**src/rtl/rgb_to_hsv_converter_top_macros.svh**
```systemverilog
// ----------------------------------------------------------------------------
// Assertion macros for the RGB to HSV converter
// ----------------------------------------------------------------------------
`ifndef RGB_TO_HSV_CONVERTER_TOP_MACROS_SVH
`define RGB_TO_HSV_CONVERTER_TOP_MACROS_SVH

// Same-cycle implication, disabled while reset is high
`define R2H_ASSERT_IMPLY(label, clk, rst, ante, cons, msg) \
   label: assert property (@(posedge clk) disable iff (rst) (ante) |-> (cons)) \
      else $error(msg);

// Next-cycle implication, disabled while reset is high
`define R2H_ASSERT_NEXT(label, clk, rst, ante, cons, msg) \
   label: assert property (@(posedge clk) disable iff (rst) (ante) |=> (cons)) \
      else $error(msg);

`endif

```
**src/rtl/r2h_pkg.sv**
```systemverilog
// ----------------------------------------------------------------------------
// r2h_pkg
// Shared types, constants and the divider step for the RGB to HSV converter.
// ----------------------------------------------------------------------------
`timescale 1ns / 1ps
`default_nettype none

package r2h_pkg;

   localparam int CHAN_W    = 8;
   localparam int HUE_W     = 15;
   localparam int HUE_STEPS = 12;  // hue quotient bits, max 3840
   localparam int SAT_STEPS = 8;   // saturation quotient bits, max 255

   localparam int QUEUE_DEPTH_DEFAULT = 4;

   localparam logic [HUE_W-1:0] HUE_FULL_TURN    = 15'd23040;
   localparam logic [HUE_W-1:0] HUE_OFFSET_GREEN = 15'd7680;
   localparam logic [HUE_W-1:0] HUE_OFFSET_BLUE  = 15'd15360;

   typedef enum logic [1:0] {
      SECTOR_RED,
      SECTOR_GREEN,
      SECTOR_BLUE
   } sector_type;

   // classified pixel handed from the front to the back
   typedef struct packed {
      logic [CHAN_W-1:0] value;
      logic [CHAN_W-1:0] delta;
      logic [CHAN_W-1:0] diff_mag;
      logic              diff_neg;
      sector_type        sector;
      logic              undefined;
   } item_type;

   // One restoring division step. Returns {quotient bit, new remainder}.
   // Remainder stays below the divisor, so eight bits hold it.
   function automatic logic [CHAN_W:0] div_step(input logic [CHAN_W-1:0] rem,
                                                input logic nbit,
                                                input logic [CHAN_W-1:0] den);
      logic [CHAN_W:0] trial;
      logic [CHAN_W:0] diff;
      trial = {rem, nbit};
      diff  = trial - {1'b0, den};
      if (trial >= {1'b0, den}) begin
         return {1'b1, diff[CHAN_W-1:0]};
      end else begin
         return {1'b0, trial[CHAN_W-1:0]};
      end
   endfunction

endpackage

`default_nettype wire

```
**src/rtl/r2h_pixel_if.sv**
```systemverilog
// ----------------------------------------------------------------------------
// r2h_pixel_if
// Pixel channel: valid/ready plus 8-bit red, green and blue.
// ----------------------------------------------------------------------------
`timescale 1ns / 1ps
`default_nettype none

interface r2h_pixel_if import r2h_pkg::*; ();
   logic              valid;
   logic              ready;
   logic [CHAN_W-1:0] red;
   logic [CHAN_W-1:0] green;
   logic [CHAN_W-1:0] blue;

   modport source (output valid, output red, output green, output blue, input ready);
   modport sink   (input valid, input red, input green, input blue, output ready);
endinterface

`default_nettype wire

```
**src/rtl/r2h_hsv_if.sv**
```systemverilog
// ----------------------------------------------------------------------------
// r2h_hsv_if
// Result channel: valid/ready plus hue, saturation, value and hue_undefined.
// ----------------------------------------------------------------------------
`timescale 1ns / 1ps
`default_nettype none

interface r2h_hsv_if import r2h_pkg::*; ();
   logic              valid;
   logic              ready;
   logic [HUE_W-1:0]  hue;
   logic [CHAN_W-1:0] saturation;
   logic [CHAN_W-1:0] value;
   logic              hue_undefined;

   modport source (output valid, output hue, output saturation, output value,
                   output hue_undefined, input ready);
   modport sink   (input valid, input hue, input saturation, input value,
                   input hue_undefined, output ready);
endinterface

`default_nettype wire

```
**src/rtl/r2h_front.sv**
```systemverilog
// ----------------------------------------------------------------------------
// r2h_front
// Accepts pixels, finds max/min/delta, picks the hue sector and the signed
// channel difference, and registers the classified item.
// ----------------------------------------------------------------------------
`timescale 1ns / 1ps
`default_nettype none

module r2h_front import r2h_pkg::*; (
   input  logic       clock,
   input  logic       reset,
   r2h_pixel_if.sink  req_bus,
   output logic       out_valid,
   input  logic       out_ready,
   output item_type   out_item
);

   logic     valid_ff, valid_in;
   item_type item_ff, item_in;
   logic     accept;

   logic [CHAN_W-1:0] mx, mn, rg_max, rg_min;
   logic [CHAN_W:0]   diff;

   assign req_bus.ready = !valid_ff || out_ready;
   assign accept        = req_bus.valid && req_bus.ready;

   always_comb begin
      rg_max = (req_bus.red > req_bus.green) ? req_bus.red : req_bus.green;
      rg_min = (req_bus.red < req_bus.green) ? req_bus.red : req_bus.green;
      mx     = (req_bus.blue > rg_max) ? req_bus.blue : rg_max;
      mn     = (req_bus.blue < rg_min) ? req_bus.blue : rg_min;

      item_in.value     = mx;
      item_in.delta     = mx - mn;
      item_in.undefined = (mx == mn);

      // ties: red wins over green, green over blue
      if (req_bus.red >= mx) begin
         item_in.sector = SECTOR_RED;
         diff = {1'b0, req_bus.green} - {1'b0, req_bus.blue};
      end else if (req_bus.green >= mx) begin
         item_in.sector = SECTOR_GREEN;
         diff = {1'b0, req_bus.blue} - {1'b0, req_bus.red};
      end else begin
         item_in.sector = SECTOR_BLUE;
         diff = {1'b0, req_bus.red} - {1'b0, req_bus.green};
      end

      item_in.diff_neg = diff[CHAN_W];
      item_in.diff_mag = diff[CHAN_W] ? CHAN_W'(-diff) : diff[CHAN_W-1:0];
   end

   always_comb begin
      valid_in = valid_ff;
      if (accept) begin
         valid_in = 1'b1;
      end else if (out_ready) begin
         valid_in = 1'b0;
      end
   end

   always_ff @(posedge clock) begin
      if (reset) begin
         valid_ff <= 1'b0;
      end else begin
         valid_ff <= valid_in;
      end
   end

   always_ff @(posedge clock) begin
      if (accept) begin
         item_ff <= item_in;
      end
   end

   assign out_valid = valid_ff;
   assign out_item  = item_ff;

endmodule

`default_nettype wire

```
**src/rtl/r2h_queue.sv**
```systemverilog
// ----------------------------------------------------------------------------
// r2h_queue
// Short FIFO of classified items between the front and the divider pipeline.
// ----------------------------------------------------------------------------
`timescale 1ns / 1ps
`default_nettype none

module r2h_queue import r2h_pkg::*; #(
   parameter int Depth = QUEUE_DEPTH_DEFAULT
) (
   input  logic     clock,
   input  logic     reset,
   input  logic     in_valid,
   output logic     in_ready,
   input  item_type in_item,
   output logic     out_valid,
   input  logic     out_ready,
   output item_type out_item
);

   localparam int PTR_W = (Depth > 1) ? $clog2(Depth) : 1;
   localparam int CNT_W = $clog2(Depth + 1);

   item_type           entry_ff [Depth];
   logic [PTR_W-1:0]   wr_ptr_ff, wr_ptr_in;
   logic [PTR_W-1:0]   rd_ptr_ff, rd_ptr_in;
   logic [CNT_W-1:0]   count_ff, count_in;
   logic               push, pop;

   assign in_ready  = (count_ff != CNT_W'(Depth));
   assign out_valid = (count_ff != '0);
   assign push      = in_valid && in_ready;
   assign pop       = out_valid && out_ready;
   assign out_item  = entry_ff[rd_ptr_ff];

   always_comb begin
      wr_ptr_in = wr_ptr_ff;
      rd_ptr_in = rd_ptr_ff;
      if (push) begin
         wr_ptr_in = (wr_ptr_ff == PTR_W'(Depth - 1)) ? '0 : wr_ptr_ff + 1'b1;
      end
      if (pop) begin
         rd_ptr_in = (rd_ptr_ff == PTR_W'(Depth - 1)) ? '0 : rd_ptr_ff + 1'b1;
      end
      case ({push, pop})
         2'b10:   count_in = count_ff + 1'b1;
         2'b01:   count_in = count_ff - 1'b1;
         default: count_in = count_ff;
      endcase
   end

   always_ff @(posedge clock) begin
      if (reset) begin
         wr_ptr_ff <= '0;
         rd_ptr_ff <= '0;
         count_ff  <= '0;
      end else begin
         wr_ptr_ff <= wr_ptr_in;
         rd_ptr_ff <= rd_ptr_in;
         count_ff  <= count_in;
      end
   end

   always_ff @(posedge clock) begin
      if (push) begin
         entry_ff[wr_ptr_ff] <= in_item;
      end
   end

endmodule

`default_nettype wire

```
**src/rtl/r2h_back.sv**
```systemverilog
// ----------------------------------------------------------------------------
// r2h_back
// Pipelined restoring dividers, one quotient bit per stage: hue fraction
// 3840*|diff|/delta over twelve stages, saturation 255*delta/max over the
// first eight. A final stage applies the sector offset and wrap and holds
// the result beat.
// ----------------------------------------------------------------------------
`timescale 1ns / 1ps
`default_nettype none

module r2h_back import r2h_pkg::*; (
   input  logic       clock,
   input  logic       reset,
   input  logic       in_valid,
   output logic       in_ready,
   input  item_type   in_item,
   r2h_hsv_if.source  rsp_bus
);

   localparam int HUE_NUM_W = CHAN_W + HUE_STEPS;
   localparam int SAT_NUM_W = CHAN_W + SAT_STEPS;

   typedef struct packed {
      item_type                item;
      logic [CHAN_W-1:0]       hue_rem;
      logic [HUE_STEPS-1:0]    hue_bits;  // numerator bits out the top, quotient in
      logic [CHAN_W-1:0]       sat_rem;
      logic [SAT_STEPS-1:0]    sat_bits;
   } stage_type;

   stage_type              stage_ff [HUE_STEPS];
   stage_type              init_stage;
   logic [HUE_STEPS-1:0]   valid_ff;
   logic                   advance;

   logic [HUE_NUM_W-1:0]   hue_num;
   logic [SAT_NUM_W-1:0]   sat_num;

   logic                   rsp_valid_ff;
   logic [HUE_W-1:0]       hue_ff, hue_in;
   logic [CHAN_W-1:0]      sat_ff, sat_in;
   logic [CHAN_W-1:0]      value_ff;
   logic                   undef_ff;
   logic [HUE_W-1:0]       quot;
   stage_type              last;

   // the whole pipe moves when the output beat is free or being taken
   assign advance  = !rsp_valid_ff || rsp_bus.ready;
   assign in_ready = advance;

   // constant multiplies as shift and subtract
   always_comb begin
      hue_num = (HUE_NUM_W'(in_item.diff_mag) << HUE_STEPS)
              - (HUE_NUM_W'(in_item.diff_mag) << CHAN_W);
      sat_num = (SAT_NUM_W'(in_item.delta) << SAT_STEPS) - SAT_NUM_W'(in_item.delta);
      init_stage.item     = in_item;
      init_stage.hue_rem  = hue_num[HUE_NUM_W-1:HUE_STEPS];
      init_stage.hue_bits = hue_num[HUE_STEPS-1:0];
      init_stage.sat_rem  = sat_num[SAT_NUM_W-1:SAT_STEPS];
      init_stage.sat_bits = sat_num[SAT_STEPS-1:0];
   end

   for (genvar k = 0; k < HUE_STEPS; k++) begin : g_step
      stage_type       src;
      stage_type       stage_in;
      logic [CHAN_W:0] hue_res;
      logic [CHAN_W:0] sat_res;

      if (k == 0) begin : g_first
         assign src = init_stage;
      end else begin : g_rest
         assign src = stage_ff[k-1];
      end

      always_comb begin
         stage_in = src;
         hue_res  = div_step(src.hue_rem, src.hue_bits[HUE_STEPS-1], src.item.delta);
         stage_in.hue_rem  = hue_res[CHAN_W-1:0];
         stage_in.hue_bits = {src.hue_bits[HUE_STEPS-2:0], hue_res[CHAN_W]};
         sat_res  = div_step(src.sat_rem, src.sat_bits[SAT_STEPS-1], src.item.value);
         if (k < SAT_STEPS) begin
            stage_in.sat_rem  = sat_res[CHAN_W-1:0];
            stage_in.sat_bits = {src.sat_bits[SAT_STEPS-2:0], sat_res[CHAN_W]};
         end
      end

      always_ff @(posedge clock) begin
         if (advance) begin
            stage_ff[k] <= stage_in;
         end
      end
   end

   always_ff @(posedge clock) begin
      if (reset) begin
         valid_ff <= '0;
      end else if (advance) begin
         valid_ff <= {valid_ff[HUE_STEPS-2:0], in_valid};
      end
   end

   // sector offset, signed fraction, wrap of negative red hues
   assign last = stage_ff[HUE_STEPS-1];
   assign quot = HUE_W'(last.hue_bits);

   always_comb begin
      case (last.item.sector)
         SECTOR_GREEN: hue_in = last.item.diff_neg ? HUE_OFFSET_GREEN - quot
                                                   : HUE_OFFSET_GREEN + quot;
         SECTOR_BLUE:  hue_in = last.item.diff_neg ? HUE_OFFSET_BLUE - quot
                                                   : HUE_OFFSET_BLUE + quot;
         default: begin
            // truncation to zero leaves no wrap
            if (last.item.diff_neg && (quot != '0)) begin
               hue_in = HUE_FULL_TURN - quot;
            end else begin
               hue_in = quot;
            end
         end
      endcase
      sat_in = last.sat_bits;
      if (last.item.undefined) begin
         hue_in = '0;
         sat_in = '0;
      end
   end

   always_ff @(posedge clock) begin
      if (reset) begin
         rsp_valid_ff <= 1'b0;
      end else if (advance) begin
         rsp_valid_ff <= valid_ff[HUE_STEPS-1];
      end
   end

   always_ff @(posedge clock) begin
      if (advance) begin
         hue_ff   <= hue_in;
         sat_ff   <= sat_in;
         value_ff <= last.item.value;
         undef_ff <= last.item.undefined;
      end
   end

   assign rsp_bus.valid         = rsp_valid_ff;
   assign rsp_bus.hue           = hue_ff;
   assign rsp_bus.saturation    = sat_ff;
   assign rsp_bus.value         = value_ff;
   assign rsp_bus.hue_undefined = undef_ff;

endmodule

`default_nettype wire

```
**src/rtl/rgb_to_hsv_converter_top.sv**
```systemverilog
// ----------------------------------------------------------------------------
// rgb_to_hsv_converter_top
// RGB to HSV conversion: front classifier, item queue, divider pipeline.
// ----------------------------------------------------------------------------
//   channel   dir  handshake     payload
//   req_bus   in   valid/ready   red[7:0] green[7:0] blue[7:0]
//   rsp_bus   out  valid/ready   hue[14:0] saturation[7:0] value[7:0] hue_undefined
//
// One pixel per cycle sustained while rsp_bus.ready holds. A pixel passes the front
// register, the queue, the twelve-stage hue divider and the output register.
// Reset is synchronous and clears only the valid and queue control state.
// A stall on rsp_bus freezes the divider pipe; the queue keeps taking beats
// from the front until it fills, then req_bus.ready drops.
// ----------------------------------------------------------------------------
`timescale 1ns / 1ps
`default_nettype none
`include "rgb_to_hsv_converter_top_macros.svh"

module rgb_to_hsv_converter_top import r2h_pkg::*; #(
   parameter int QueueDepth = QUEUE_DEPTH_DEFAULT
) (
   input  logic       clock,
   input  logic       reset,
   r2h_pixel_if.sink  req_bus,
   r2h_hsv_if.source  rsp_bus
);

   logic     front_valid, front_ready;
   item_type front_item;
   logic     queue_valid, queue_ready;
   item_type queue_item;

   r2h_front u_front (
      .clock     (clock),
      .reset     (reset),
      .req_bus   (req_bus),
      .out_valid (front_valid),
      .out_ready (front_ready),
      .out_item  (front_item)
   );

   r2h_queue #(
      .Depth (QueueDepth)
   ) u_queue (
      .clock     (clock),
      .reset     (reset),
      .in_valid  (front_valid),
      .in_ready  (front_ready),
      .in_item   (front_item),
      .out_valid (queue_valid),
      .out_ready (queue_ready),
      .out_item  (queue_item)
   );

   r2h_back u_back (
      .clock    (clock),
      .reset    (reset),
      .in_valid (queue_valid),
      .in_ready (queue_ready),
      .in_item  (queue_item),
      .rsp_bus  (rsp_bus)
   );

   `R2H_ASSERT_IMPLY(a_grey_zero, clock, reset,
      rsp_bus.valid && rsp_bus.hue_undefined,
      (rsp_bus.hue == '0) && (rsp_bus.saturation == '0), "grey pixel with nonzero hue/sat")

   `R2H_ASSERT_IMPLY(a_hue_range, clock, reset,
      rsp_bus.valid, rsp_bus.hue < HUE_FULL_TURN, "hue beyond full turn")

   `R2H_ASSERT_IMPLY(a_color_nonzero, clock, reset,
      rsp_bus.valid && !rsp_bus.hue_undefined,
      (rsp_bus.value != '0) && (rsp_bus.saturation != '0), "colored pixel with zero sat")

   `R2H_ASSERT_NEXT(a_front_hold, clock, reset,
      front_valid && !front_ready, front_valid && $stable(front_item),
      "front item lost while queue full")

endmodule

`default_nettype wire

```
**src/flat_wrapper.sv**
```systemverilog
// flat-port wrapper written by rule: the top's interface ports become plain ports
module rgb_to_hsv_converter_top_flat import r2h_pkg::*;
#(
   parameter int QueueDepth = QUEUE_DEPTH_DEFAULT
)
  (clock, reset, req_bus_valid, req_bus_red, req_bus_green, req_bus_blue, req_bus_ready, rsp_bus_valid, rsp_bus_hue, rsp_bus_saturation, rsp_bus_value, rsp_bus_hue_undefined, rsp_bus_ready);
  r2h_pixel_if req_bus_i ();
  r2h_hsv_if rsp_bus_i ();
  input  logic clock;
  input  logic reset;
  input wire logic [$bits(req_bus_i.valid)-1:0] req_bus_valid;
  input wire logic [$bits(req_bus_i.red)-1:0] req_bus_red;
  input wire logic [$bits(req_bus_i.green)-1:0] req_bus_green;
  input wire logic [$bits(req_bus_i.blue)-1:0] req_bus_blue;
  output wire logic [$bits(req_bus_i.ready)-1:0] req_bus_ready;
  output wire logic [$bits(rsp_bus_i.valid)-1:0] rsp_bus_valid;
  output wire logic [$bits(rsp_bus_i.hue)-1:0] rsp_bus_hue;
  output wire logic [$bits(rsp_bus_i.saturation)-1:0] rsp_bus_saturation;
  output wire logic [$bits(rsp_bus_i.value)-1:0] rsp_bus_value;
  output wire logic [$bits(rsp_bus_i.hue_undefined)-1:0] rsp_bus_hue_undefined;
  input wire logic [$bits(rsp_bus_i.ready)-1:0] rsp_bus_ready;
  assign req_bus_i.valid = req_bus_valid;
  assign req_bus_i.red = req_bus_red;
  assign req_bus_i.green = req_bus_green;
  assign req_bus_i.blue = req_bus_blue;
  assign req_bus_ready = req_bus_i.ready;
  assign rsp_bus_valid = rsp_bus_i.valid;
  assign rsp_bus_hue = rsp_bus_i.hue;
  assign rsp_bus_saturation = rsp_bus_i.saturation;
  assign rsp_bus_value = rsp_bus_i.value;
  assign rsp_bus_hue_undefined = rsp_bus_i.hue_undefined;
  assign rsp_bus_i.ready = rsp_bus_ready;
  rgb_to_hsv_converter_top #(.QueueDepth(QueueDepth)) u_core (.clock(clock), .reset(reset), .req_bus(req_bus_i), .rsp_bus(rsp_bus_i));
endmodule
```
**config.mk**
```make
export PLATFORM = sky130hd
export DESIGN_NAME = rgb_to_hsv_converter_top_flat
export DESIGN_NICKNAME = d
export VERILOG_FILES = /design/src/rtl/r2h_pkg.sv /design/src/rtl/r2h_pixel_if.sv /design/src/rtl/r2h_hsv_if.sv /design/src/rtl/r2h_front.sv /design/src/rtl/r2h_queue.sv /design/src/rtl/r2h_back.sv /design/src/rtl/rgb_to_hsv_converter_top.sv /design/src/flat_wrapper.sv
export VERILOG_INCLUDE_DIRS = /design/src /design/src/rtl
export SDC_FILE = /design/constraint.sdc
export NUM_CORES = 1
export LEC_CHECK = 0
export ABC_CLOCK_PERIOD_IN_PS = 37100
export BUFFER_PORTS_ARGS = -buffer_cell sky130_fd_sc_hd__buf_2
export CAP_MARGIN = 25
export CORE_MARGIN = 2
export CORE_UTILIZATION = 45
export DETAILED_ROUTE_END_ITERATION = 7
export HOLD_SLACK_MARGIN = 0.12
export PLACE_DENSITY = 0.7
export RECOVER_POWER = 100
export SYNTH_ARGS = -nofsm -noshare
export SYNTH_HDL_FRONTEND = slang
export SYNTH_SLANG_ARGS = --single-unit
```
**constraint.sdc**
```tcl
create_clock -name clock -period 37.1 [get_ports clock]
set_input_delay 11.13 -clock clock [delete_from_list [all_inputs] [get_ports clock]]
set_output_delay 11.13 -clock clock [all_outputs]
set_load 0.02 [all_outputs]
```
==> key figures, run 1 <==
Global route
  • Most used routing layer in global routing: met2
  • Pin count of the biggest net entering global routing: 180
  • First-pass GRT wire length: 97300 um
  • Initial antenna violation count: 0
  • Vias in the first global route: 20300
  • M2 GR Usage: 29.2%
  • GRT overflow: 0
  • Gr usage total: 15.1%
  • Met3 Use GR: 2.42%
  • Met1 usage: 16.3%

STA
  • Final setup TNS: 0 ps
  • Final setup violating endpoints: 0
  • Relative slew slack: -490%
  • Tightest Pin Transition: 8850 ps
  • Final period util: 68.1%
  • Final min period: 25260 ps
  • RSZ-0062 raised after global routing: false
  • Worst Clk Skew: 19.5 ps
  • Final Max Slew Viols: 618
  • Worst hold slack: 402 ps
  • Fmax: 39.6 MHz
  • Final Hold Viols: 0

Power
  • Total power: 3.83 mW
  • Power density over the cells: 99.2 nW/um^2
  • Worst vdd ir: 0.0398 mV
  • Leakage: 15.4 nW

Die
  • Site Rows: 101
  • Die H: 282 um
  • Io pins: 62
  • Die W: 282 um
  • Die footprint: 79400 um^2
  • Core area: 76200 um^2
  • Initial Utilization: 45.6%

CTS
  • CTS buffer count: 77
  • Root Buffer: clkbuf_16
  • Worst-path clk slew: 60 ps
  • Hold Buf Count CTS: 0
  • CTS tree: done
  • Post-CTS sizing: 0
  • Setup Buffers After CTS: 0
  • Htree depth: 3
  • Max clock buf depth: 3
  • Worst-Skew Late Latency: 620 ps
  • Clock sink count: 744

Route
  • DRT antenna net count: 0
  • DR vias: 19700
  • Drt first pass iters: 5
  • Drt total wl: 59500 um
  • DR iter-0 viols: 1164
  • Routed vias/inst: 5.19
  • WL/cell: 15.7 um
  • # DRC: 0

Critical path
  • Worst path required time: 37340 ps
  • Crit. End Element: flop
  • Critical path class: input port to flop
  • WP data arrival: 25500 ps
  • CP Launch Type: input port
  • Crit path max fanout: 179

Placement
  • Port Buf Inserts: 61
  • Dpl cell area: 36300 um^2
  • DP Wirelength: 42100 um
  • Final GP Congestion: 0.891

Yosys
  • FFs w/ async S/R, synth: 0%
  • Post-Syn Instances: 2589
  • Seq cells post-synth: 744
  • Post-synth EDFFs: 721
  • Register area share after synthesis: 63.7%
  • Yosys Warn Count: 0
  • Synth unique cells: 67
  • Ys flop type: edfxtp_1
  • Syn Area/Cell: 13.4 um^2
  • Synthesized area: 34700 um^2
  • Synthesized Nets: 2881

Worst hold path
  • Min-delay worst type: flop to flop

Finish
  • Post-route design area: 38600 um^2
  • Finished Core Util: 50.7%
  • Share of cells above drive strength 1: 7.20%
  • Antenna diode count: 0
  • Nets: 2991
  • Area Growth Syn to Fin: 11.3%

Status
  • Status: complete, but fails checks
  • Failing checks: capacitance limit, slew limit

Flow run
  • MaxCap Viol Count: 10
==> cells in the mapped netlist (3+ instances only) <==
| master | n | area (um^2) |
|---|---|---|
| edfxtp_1 | 721 | 21700 |
| inv_1 | 281 | 1050 |
| ha_1 | 242 | 3030 |
| o21ai_0 | 221 | 1110 |
| nand2_1 | 176 | 661 |
| nor2_1 | 120 | 450 |
| a21oi_1 | 112 | 561 |
| nor2b_1 | 64 | 400 |
| nand2b_1 | 60 | 375 |
| xnor2_1 | 59 | 517 |
| a21o_1 | 55 | 413 |
| xor2_1 | 53 | 464 |
| and2_1 | 39 | 244 |
| clkbuf_1 | 39 | 146 |
| o31ai_1 | 35 | 263 |
| nand4_1 | 32 | 200 |
| mux4_2 | 27 | 608 |
| dfxtp_1 | 23 | 460 |
| fa_1 | 22 | 440 |
| mux2i_1 | 19 | 190 |
| or4_1 | 18 | 135 |
| o211a_1 | 17 | 170 |
| nor3_1 | 16 | 80.1 |
| mux2_2 | 15 | 169 |
| nand3_1 | 14 | 70.1 |
| o21a_1 | 12 | 90.1 |
| or3_1 | 11 | 68.8 |
| a31oi_1 | 10 | 62.6 |
| and3_1 | 7 | 43.8 |
| o21bai_1 | 6 | 45.0 |
| a211oi_1 | 5 | 37.5 |
| and4_1 | 4 | 35.0 |
| nand3b_1 | 4 | 30.0 |
| a311oi_1 | 3 | 26.3 |
| a32o_1 | 3 | 30.0 |
| buf_1 | 3 | 11.3 |
==> through the flow <==
| step | setup WS [ps] | std cells |
|---|---|---|
| finish | 11840 | 3792 |
| global route | 10000 | 3792 |
| CTS | 18740 | 3791 |
| detailed placement | 18140 | 3649 |
| global placement | 18180 | 3649 |
| floorplan | 8780 | 2589 |
==> report_power, final <==
part	switching [mW]	internal, mW
sequential	0.161	1.44
clock	0.315	0.428
combinational	0.841	0.644
==> metal layers <==
| metal | part of all wire, % | vias to the layer above | wire [um] |
|---|---|---|---|
| li1 | - | 9664 | - |
| met1 | 40 | 9532 | 23600 |
| met2 | 54 | 362 | 32100 |
| met3 | 3.4 | 127 | 2010 |
| met4 | 3.0 | 0 | 1780 |
| met5 | 0 | - | 0 |
==> cells in the final DEF (no fill, tap or decap), types with 11 or more instances in the layout <==
cell type    n
edfxtp_1   721
inv_1      280
ha_1       242
o21ai_0    221
nand2_1    177
nor2_1     120
a21oi_1    112
clkbuf_16   79
nor2b_1     64
clkbuf_1    61
nand2b_1    60
xnor2_1     59
a21o_1      55
xor2_1      53
and2_0      35
o31ai_1     35
nand4_1     32
mux4_2      27
buf_2       25
fa_1        22
dfxtp_1     22
mux2i_1     19
or4_1       18
o211a_1     17
nor3_1      16
nand3_1     14
clkinv_2    14
mux2_2      13
o21a_1      12
or3_1       11
a31oi_1     11
==> critical path, cell delays in order <==
cell	delay, ps
buf_2	80
nor2b_1	30
clkbuf_1	270
clkinvlp_2	3130
clkbuf_1	2770
clkbuf_1	6300
buf_4	1450
==> layout make-up <==
cell class,instances,area (um^2)
Fill cell,6334,37600
Sequential cell,744,22100
Multi-Input combinational cell,1520,11400
Clock buffer,97,2070
Tap cell,1030,1290
Inverter,281,1060
Clock inverter,45,418
Timing Repair Buffer,75,328
==> final timing paths <==
path                            cells past startpoint  slack, ps                             end                           start
worst max-delay path                                7      11840   u_core.u_back.stage_ff[2][35]                   rsp_bus_ready
worst min-delay path                                0        400  u_core.u_back.stage_ff[0][209]  u_core.u_back.stage_ff[0][144]
worst max register to register                      6      22050   u_core.u_back.stage_ff[2][35]     u_core.u_back.rsp_bus.valid
worst min register to register                      0        400  u_core.u_back.stage_ff[0][209]  u_core.u_back.stage_ff[0][144]
==> registers in the layout (all words and copies together) (netlist names), 2 cells and up, named ones only <==
name                              cells
u_core.u_back.rsp_bus.hue            15
u_core.u_back.rsp_bus.saturation      8
u_core.u_back.rsp_bus.value           8
u_core.u_back.stage_ff              549
u_core.u_back.valid_ff               12
u_core.u_front.out_item              28
u_core.u_queue.count_ff               3
u_core.u_queue.entry_ff             112
u_core.u_queue.rd_ptr_ff              2
u_core.u_queue.wr_ptr_ff              2
==> kinds of logic after synthesis <==
| kind of cell | after synthesis | share of synthesized area, % |
|---|---|---|
| adder cells (fa/ha/maj) | 266 | 10.0 |
| multiplexers | 62 | 2.83 |
| flip-flops | 744 | 63.7 |
| XOR/XNOR | 112 | 2.82 |
| AO/OA/AOI/OAI | 504 | 8.81 |
| AND/OR/NAND/NOR | 576 | 8.31 |
| buffers and inverters | 325 | 3.52 |
(Power assumes the default switching activity.)
==> run 2, diff against run 1 <==
ABC_AREA = 1   (was unset)
ABC_CLOCK_PERIOD_IN_PS = 24800   (was 37100)
clock period = 24.8 ns   (was 37.1 ns; I/O delays follow)
==> key figures, run 2 <==
Status
  • Status: complete, but fails checks
  • Failing checks: capacitance limit, slew limit

Die
  • Die H: 283 um (+0.51%)
  • Site Rows: 102 (+0.99%)
  • Die W: 283 um (+0.51%)
  • Die footprint: 80200 um^2 (+1.0%)
  • Initial Utilization: 45.4% (-0.20 points)
  • Io pins: 62 (unchanged)
  • Core area: 77300 um^2 (+1.5%)

Route
  • Highest metal used: met5
  • Routed vias/inst: 4.99 (-3.9%)
  • DRT antenna net count: 0 (unchanged)
  • Drt first pass iters: 5 (unchanged)
  • Routed wl met2: 30500 um (-5.0%)
  • # DRC: 0 (unchanged)
  • Metal1 wirelength: 23600 um (+0.17%)
  • DR vias: 20700 (+5.4%)
  • Drt total wl: 58000 um (-2.5%)
  • DR iter-0 viols: 1159 (-0.43%)
  • WL/cell: 13.9 um (-11%)
  • Met3 WL post-DR: 1970 um (-2.4%)

Critical path
  • Worst path required time: 24610 ps (-12730 ps)
  • Slowest Stage Delay on Critical Path: 4600 ps (-1700 ps)
  • Crit path max fanout: 149 (-17%)
  • Worst R2R Start: u_core.u_back.rsp_bus.valid
  • Cell mode on critical path: clkbuf_1
  • CP startpoint: rsp_bus_ready
  • CP Launch Type: input port
  • Kind of cell adding the most delay to the critical path: buffers and inverters
  • Crit. End Element: flop
  • Crit-path cells: buf_2, nor2_1, clkbuf_1, clkinvlp_2, clkbuf_1
  • Crit-path slowest cell: clkinvlp_2
  • WP data arrival: 15490 ps (-10010 ps)
  • Critical path class: input port to flop
  • Buffers & Inverters on Critical Path: 4 (-2)

Yosys
  • Register area share after synthesis: 63.0% (-0.66 points)
  • Post-Syn Instances: 2961 (+14%)
  • Syn Area/Cell: 11.9 um^2 (-12%)
  • Synthesized area: 35100 um^2 (+1.0%)
  • Ys flop type: edfxtp_1
  • Synth cell count leaders: edfxtp_1, inv_1, nand2_1
  • Main area contributors after synthesis: edfxtp_1, ha_1, inv_1, nand2_1, a21oi_1
  • Most common cell in the netlist: edfxtp_1
  • Synth area leader: edfxtp_1
  • Yosys top cell area share: 61.7% (-0.64 points)
  • Seq cells post-synth: 744 (unchanged)
  • Synthesized Nets: 3253 (+13%)
  • FFs w/ async S/R, synth: 0% (unchanged)
  • Synth unique cells: 53 (-21%)
  • Yosys Warn Count: 0 (unchanged)
  • Post-synth EDFFs: 721 (unchanged)

Finish
  • Post-route design area: 38900 um^2 (+0.62%)
  • Antenna diode count: 0 (unchanged)
  • Biggest register: u_core.u_back.stage_ff
  • Share of cells above drive strength 1: 5.93% (-1.3 points)
  • Area Growth Syn to Fin: 10.8%
  • Max reg flops: 549 (unchanged)
  • Most frequent cells in the layout: edfxtp_1, inv_1, nand2_1
  • Fillers: 6712 (+6.0%)
  • Commonest non-fill, non-tap cell in the layout: edfxtp_1
  • Nets: 3356 (+12%)

Worst hold path
  • Min-delay worst type: flop to flop
  • Hold Startpoint: u_core.u_back.stage_ff[2][85]

CTS
  • CTS buffer count: 78 (+1.3%)
  • Post-CTS sizing: 0 (unchanged)
  • Htree depth: 3 (unchanged)
  • Root Buffer: clkbuf_16
  • Setup Buffers After CTS: 0 (unchanged)
  • Max clock buf depth: 3 (unchanged)
  • CTS tree: done
  • Worst-path clk slew: 60 ps (about the same)
  • Hold Buf Count CTS: 0 (unchanged)
  • Worst-Skew Late Latency: 620 ps (about the same)
  • Clock sink count: 744 (unchanged)

Placement
  • Final GP Congestion: 0.858 (-3.7%)
  • DP Wirelength: 40100 um (-4.6%)
  • Place WS: 10840 ps (-7300 ps)
  • Port Buf Inserts: 61 (unchanged)
  • Dpl cell area: 36700 um^2 (+1.0%)

Global route
  • Vias in the first global route: 20800 (+2.3%)
  • First-pass GRT wire length: 96800 um (-0.50%)
  • Gr usage total: 14.5% (-0.66 points)
  • Pin count of the biggest net entering global routing: 190 (+5.6%)
  • GRT overflow: 0 (unchanged)
  • Initial antenna violation count: 2 (+2)

STA
  • Worst Clk Skew: 31.2 ps (+11.7 ps)
  • PnR worst setup slack: 9110 ps (-2730 ps)
  • Relative slew slack: -303% (+190 points)
  • Final Hold Viols: 0 (unchanged)
  • Tightest Pin Transition: 6050 ps (-2800 ps)
  • Final period util: 63.3%
  • Final setup violating endpoints: 0 (unchanged)
  • Final min period: 15690 ps
  • RSZ-0062 raised after global routing: false
  • Final Max Slew Viols: 462 (-25%)
  • Fmax: 63.7 MHz
  • Final setup TNS: 0 ps (unchanged)

Flow run
  • MaxCap Viol Count: 8 (-2)
[run 2: final cells by class]
type                    count  area [um^2]  area share [%]
well taps                1040         1300            3.35
flip-flops and latches    744        22100            56.9
inverters                 445         1670            4.30
clock buffers              93         2050            5.26
multi-input cells        1723        11000            28.4
repair buffers             72          338           0.869
clock inverters            43          374           0.962
[run 2: per-layer routing]
metal | vias to the layer above | global-route usage [%]
met5 | - | 0
met4 | 4 | 5.91
met3 | 126 | 2.52
met2 | 286 | 27.2
met1 | 9810 | 16.1
li1 | 10500 | -
[run 2: final timing paths]
path | to | slack [ps] | depth (start not counted)
worst max register to register | u_core.u_back.stage_ff[2][157] | 15710 | 5
worst min register to register | u_core.u_back.stage_ff[2][150] | 400 | 0
worst min-delay path | u_core.u_back.stage_ff[2][150] | 400 | 0
worst max-delay path | u_core.u_back.stage_ff[2][157] | 9110 | 5
[run 2: cells by family (layout without fill, tap and decap cells)]
group / count (synthesis) / after routing / synth area share [%]
AO/OA/AOI/OAI: 538 / 538 / 8.63
XOR/XNOR: 138 / 138 / 3.44
flip-flops: 744 / 744 / 63.0
buffers and inverters: 494 / 653 / 5.33
adder cells (fa/ha/maj): 264 / 264 / 9.88
AND/OR/NAND/NOR: 782 / 782 / 9.67
multiplexers: 1 / 1 / 0.0285
[run 2: through the flow]
stage	cells	utilization, %	hold slack (ps)
2_1_floorplan	2961	-	400
3_5_place_dp	4023	47.4	405
4_1_cts	4159	50.5	400
3_3_place_gp	4022	47.4	400
6_report	4160	50.3	402
5_1_grt	4160	50.3	415
Power of run 2 is left out: the tool's default activity adds up to more than one toggle a clock period on the data nets, which glitch-free logic cannot reach.
==> run 3, diff against run 2 <==
ABC_CLOCK_PERIOD_IN_PS = 15000   (was 24800)
clock period = 15 ns   (was 24.8 ns; I/O delays follow)
==> key figures, run 3 (synthesis results as in run 2) <==
Status
  • Status: complete, but fails checks
  • Failing checks: capacitance limit, slew limit

Finish
  • Finished Core Util: 50.4% (+0.079 points)
  • Most frequent cells in the layout: edfxtp_1, inv_1, nand2_1
  • Max reg flops: 549 (unchanged)
  • Antenna diode count: 0 (unchanged)
  • Share of cells above drive strength 1: 5.89% (-0.041 points)
  • Nets: 3358 (+0.060%)
  • Commonest non-fill, non-tap cell in the layout: edfxtp_1
  • Biggest register: u_core.u_back.stage_ff
  • Fillers: 6651 (-0.91%)
  • Area Growth Syn to Fin: 11.0%

Critical path
  • CP Launch Type: input port
  • Worst path required time: 14970 ps (-9640 ps)
  • Crit. End Element: flop
  • Crit path max fanout: 188 (+26%)
  • WP data arrival: 11740 ps (-3750 ps)
  • Critical path class: input port to flop

Route
  • DR iter-0 viols: 977 (-16%)
  • DRT antenna net count: 0 (unchanged)
  • Drt first pass iters: 5 (unchanged)
  • WL/cell: 14.1 um (+1.0%)
  • DR vias: 20700 (-0.26%)
  • # DRC: 0 (unchanged)
  • Routed vias/inst: 4.97 (-0.38%)
  • Drt total wl: 58600 um (+1.2%)

STA
  • Final setup TNS: 0 ps (unchanged)
  • Final Max Slew Viols: 751 (+63%)
  • Final Hold Viols: 0 (unchanged)
  • Relative slew slack: -430% (-130 points)
  • Final period util: 78.5%
  • RSZ-0062 raised after global routing: false
  • Final setup violating endpoints: 0 (unchanged)
  • Worst hold slack: 402 ps (-0.361 ps)
  • Fmax: 85.0 MHz
  • Tightest Pin Transition: 7950 ps (+1900 ps)
  • Worst Clk Skew: 19.8 ps (-11.4 ps)
  • Final min period: 11770 ps

CTS
  • Setup Buffers After CTS: 0 (unchanged)
  • CTS tree: done
  • Max clock buf depth: 3 (unchanged)
  • Hold Buf Count CTS: 0 (unchanged)
  • Root Buffer: clkbuf_16
  • Post-CTS sizing: 0 (unchanged)
  • Htree depth: 3 (unchanged)
  • Worst-path clk slew: 60 ps (about the same)
  • CTS buffer count: 77 (-1.3%)
  • Worst-Skew Late Latency: 610 ps (about the same)
  • Clock sink count: 744 (unchanged)

Die
  • Initial Utilization: 45.4% (unchanged)
  • Core area: 77300 um^2 (unchanged)
  • Die H: 283 um (unchanged)
  • Die W: 283 um (unchanged)
  • Die footprint: 80200 um^2 (unchanged)
  • Io pins: 62 (unchanged)
  • Site Rows: 102 (unchanged)

Placement
  • Port Buf Inserts: 61 (unchanged)
  • Final GP Congestion: 0.841 (-2.0%)
  • DP Wirelength: 40900 um (+1.9%)

Worst hold path
  • Min-delay worst type: flop to flop

Global route
  • Initial antenna violation count: 2 (unchanged)
  • Gr usage total: 14.7% (+0.26 points)
  • GRT overflow: 0 (unchanged)
  • First-pass GRT wire length: 98100 um (+1.3%)
  • Pin count of the biggest net entering global routing: 189 (-0.53%)
  • Vias in the first global route: 20700 (-0.28%)

Flow run
  • MaxCap Viol Count: 13 (+5)
==> run 3: cell count changes in the layout (fill, tap and decap cells not counted), sizes merged <==
cell	delta
clkinv	+5
buf	-3
bufinv	+3
clkbuf	-1
dlymetal6s4s	+1
==> run 3: area by class of cell <==
| cell class | instances | area [um^2] | share of cell area, % |
|---|---|---|---|
| inverters | 445 | 1680 | 4.31 |
| flip-flops and latches | 744 | 22100 | 56.8 |
| repair buffers | 75 | 322 | 0.826 |
| well taps | 1040 | 1300 | 3.34 |
| clock inverters | 51 | 492 | 1.26 |
| clock buffers | 87 | 1990 | 5.10 |
| multi-input cells | 1723 | 11100 | 28.4 |
==> run 3: per-stage QoR <==
| stage | std cells | area (um^2) | setup slack, ps |
|---|---|---|---|
| after floorplan | 2961 | 35100 | 2300 |
| after global placement | 4027 | 36700 | 4450 |
| after detailed placement | 4027 | 36700 | 4350 |
| after CTS | 4165 | 39100 | 4960 |
| after global routing | 4165 | 38900 | 2510 |
| final | 4165 | 38900 | 3230 |
==> run 3: final timing paths <==
check                                 startpoint                        endpoint  slack (ps)  cells past startpoint
hold reg to reg   u_core.u_back.stage_ff[1][210]   u_core.u_back.stage_ff[2][19]         400                      0
hold / removal    u_core.u_back.stage_ff[1][210]   u_core.u_back.stage_ff[2][19]         400                      0
setup / recovery                   rsp_bus_ready  u_core.u_back.stage_ff[1][132]        3230                      5
setup reg to reg                            flop    u_core.u_back.stage_ff[0][9]        6740                     23
==> run 3: metal layers <==
layer / share of wire [%] / GRT usage [%] / up-vias
met5: 0.036 / 0 / -
met4: 2.8 / 5.54 / 4
met3: 3.6 / 2.58 / 113
met2: 53 / 27.9 / 291
met1: 41 / 16.4 / 9756
li1: - / - / 10500
==> run 3: critical path: stages <==
cell and delay [ps]:
buf_2 70, nor2_1 30, clkbuf_1 340, inv_8 720
dlymetal6s4s_1 5580
Power of run 3 is left out for the same reason.
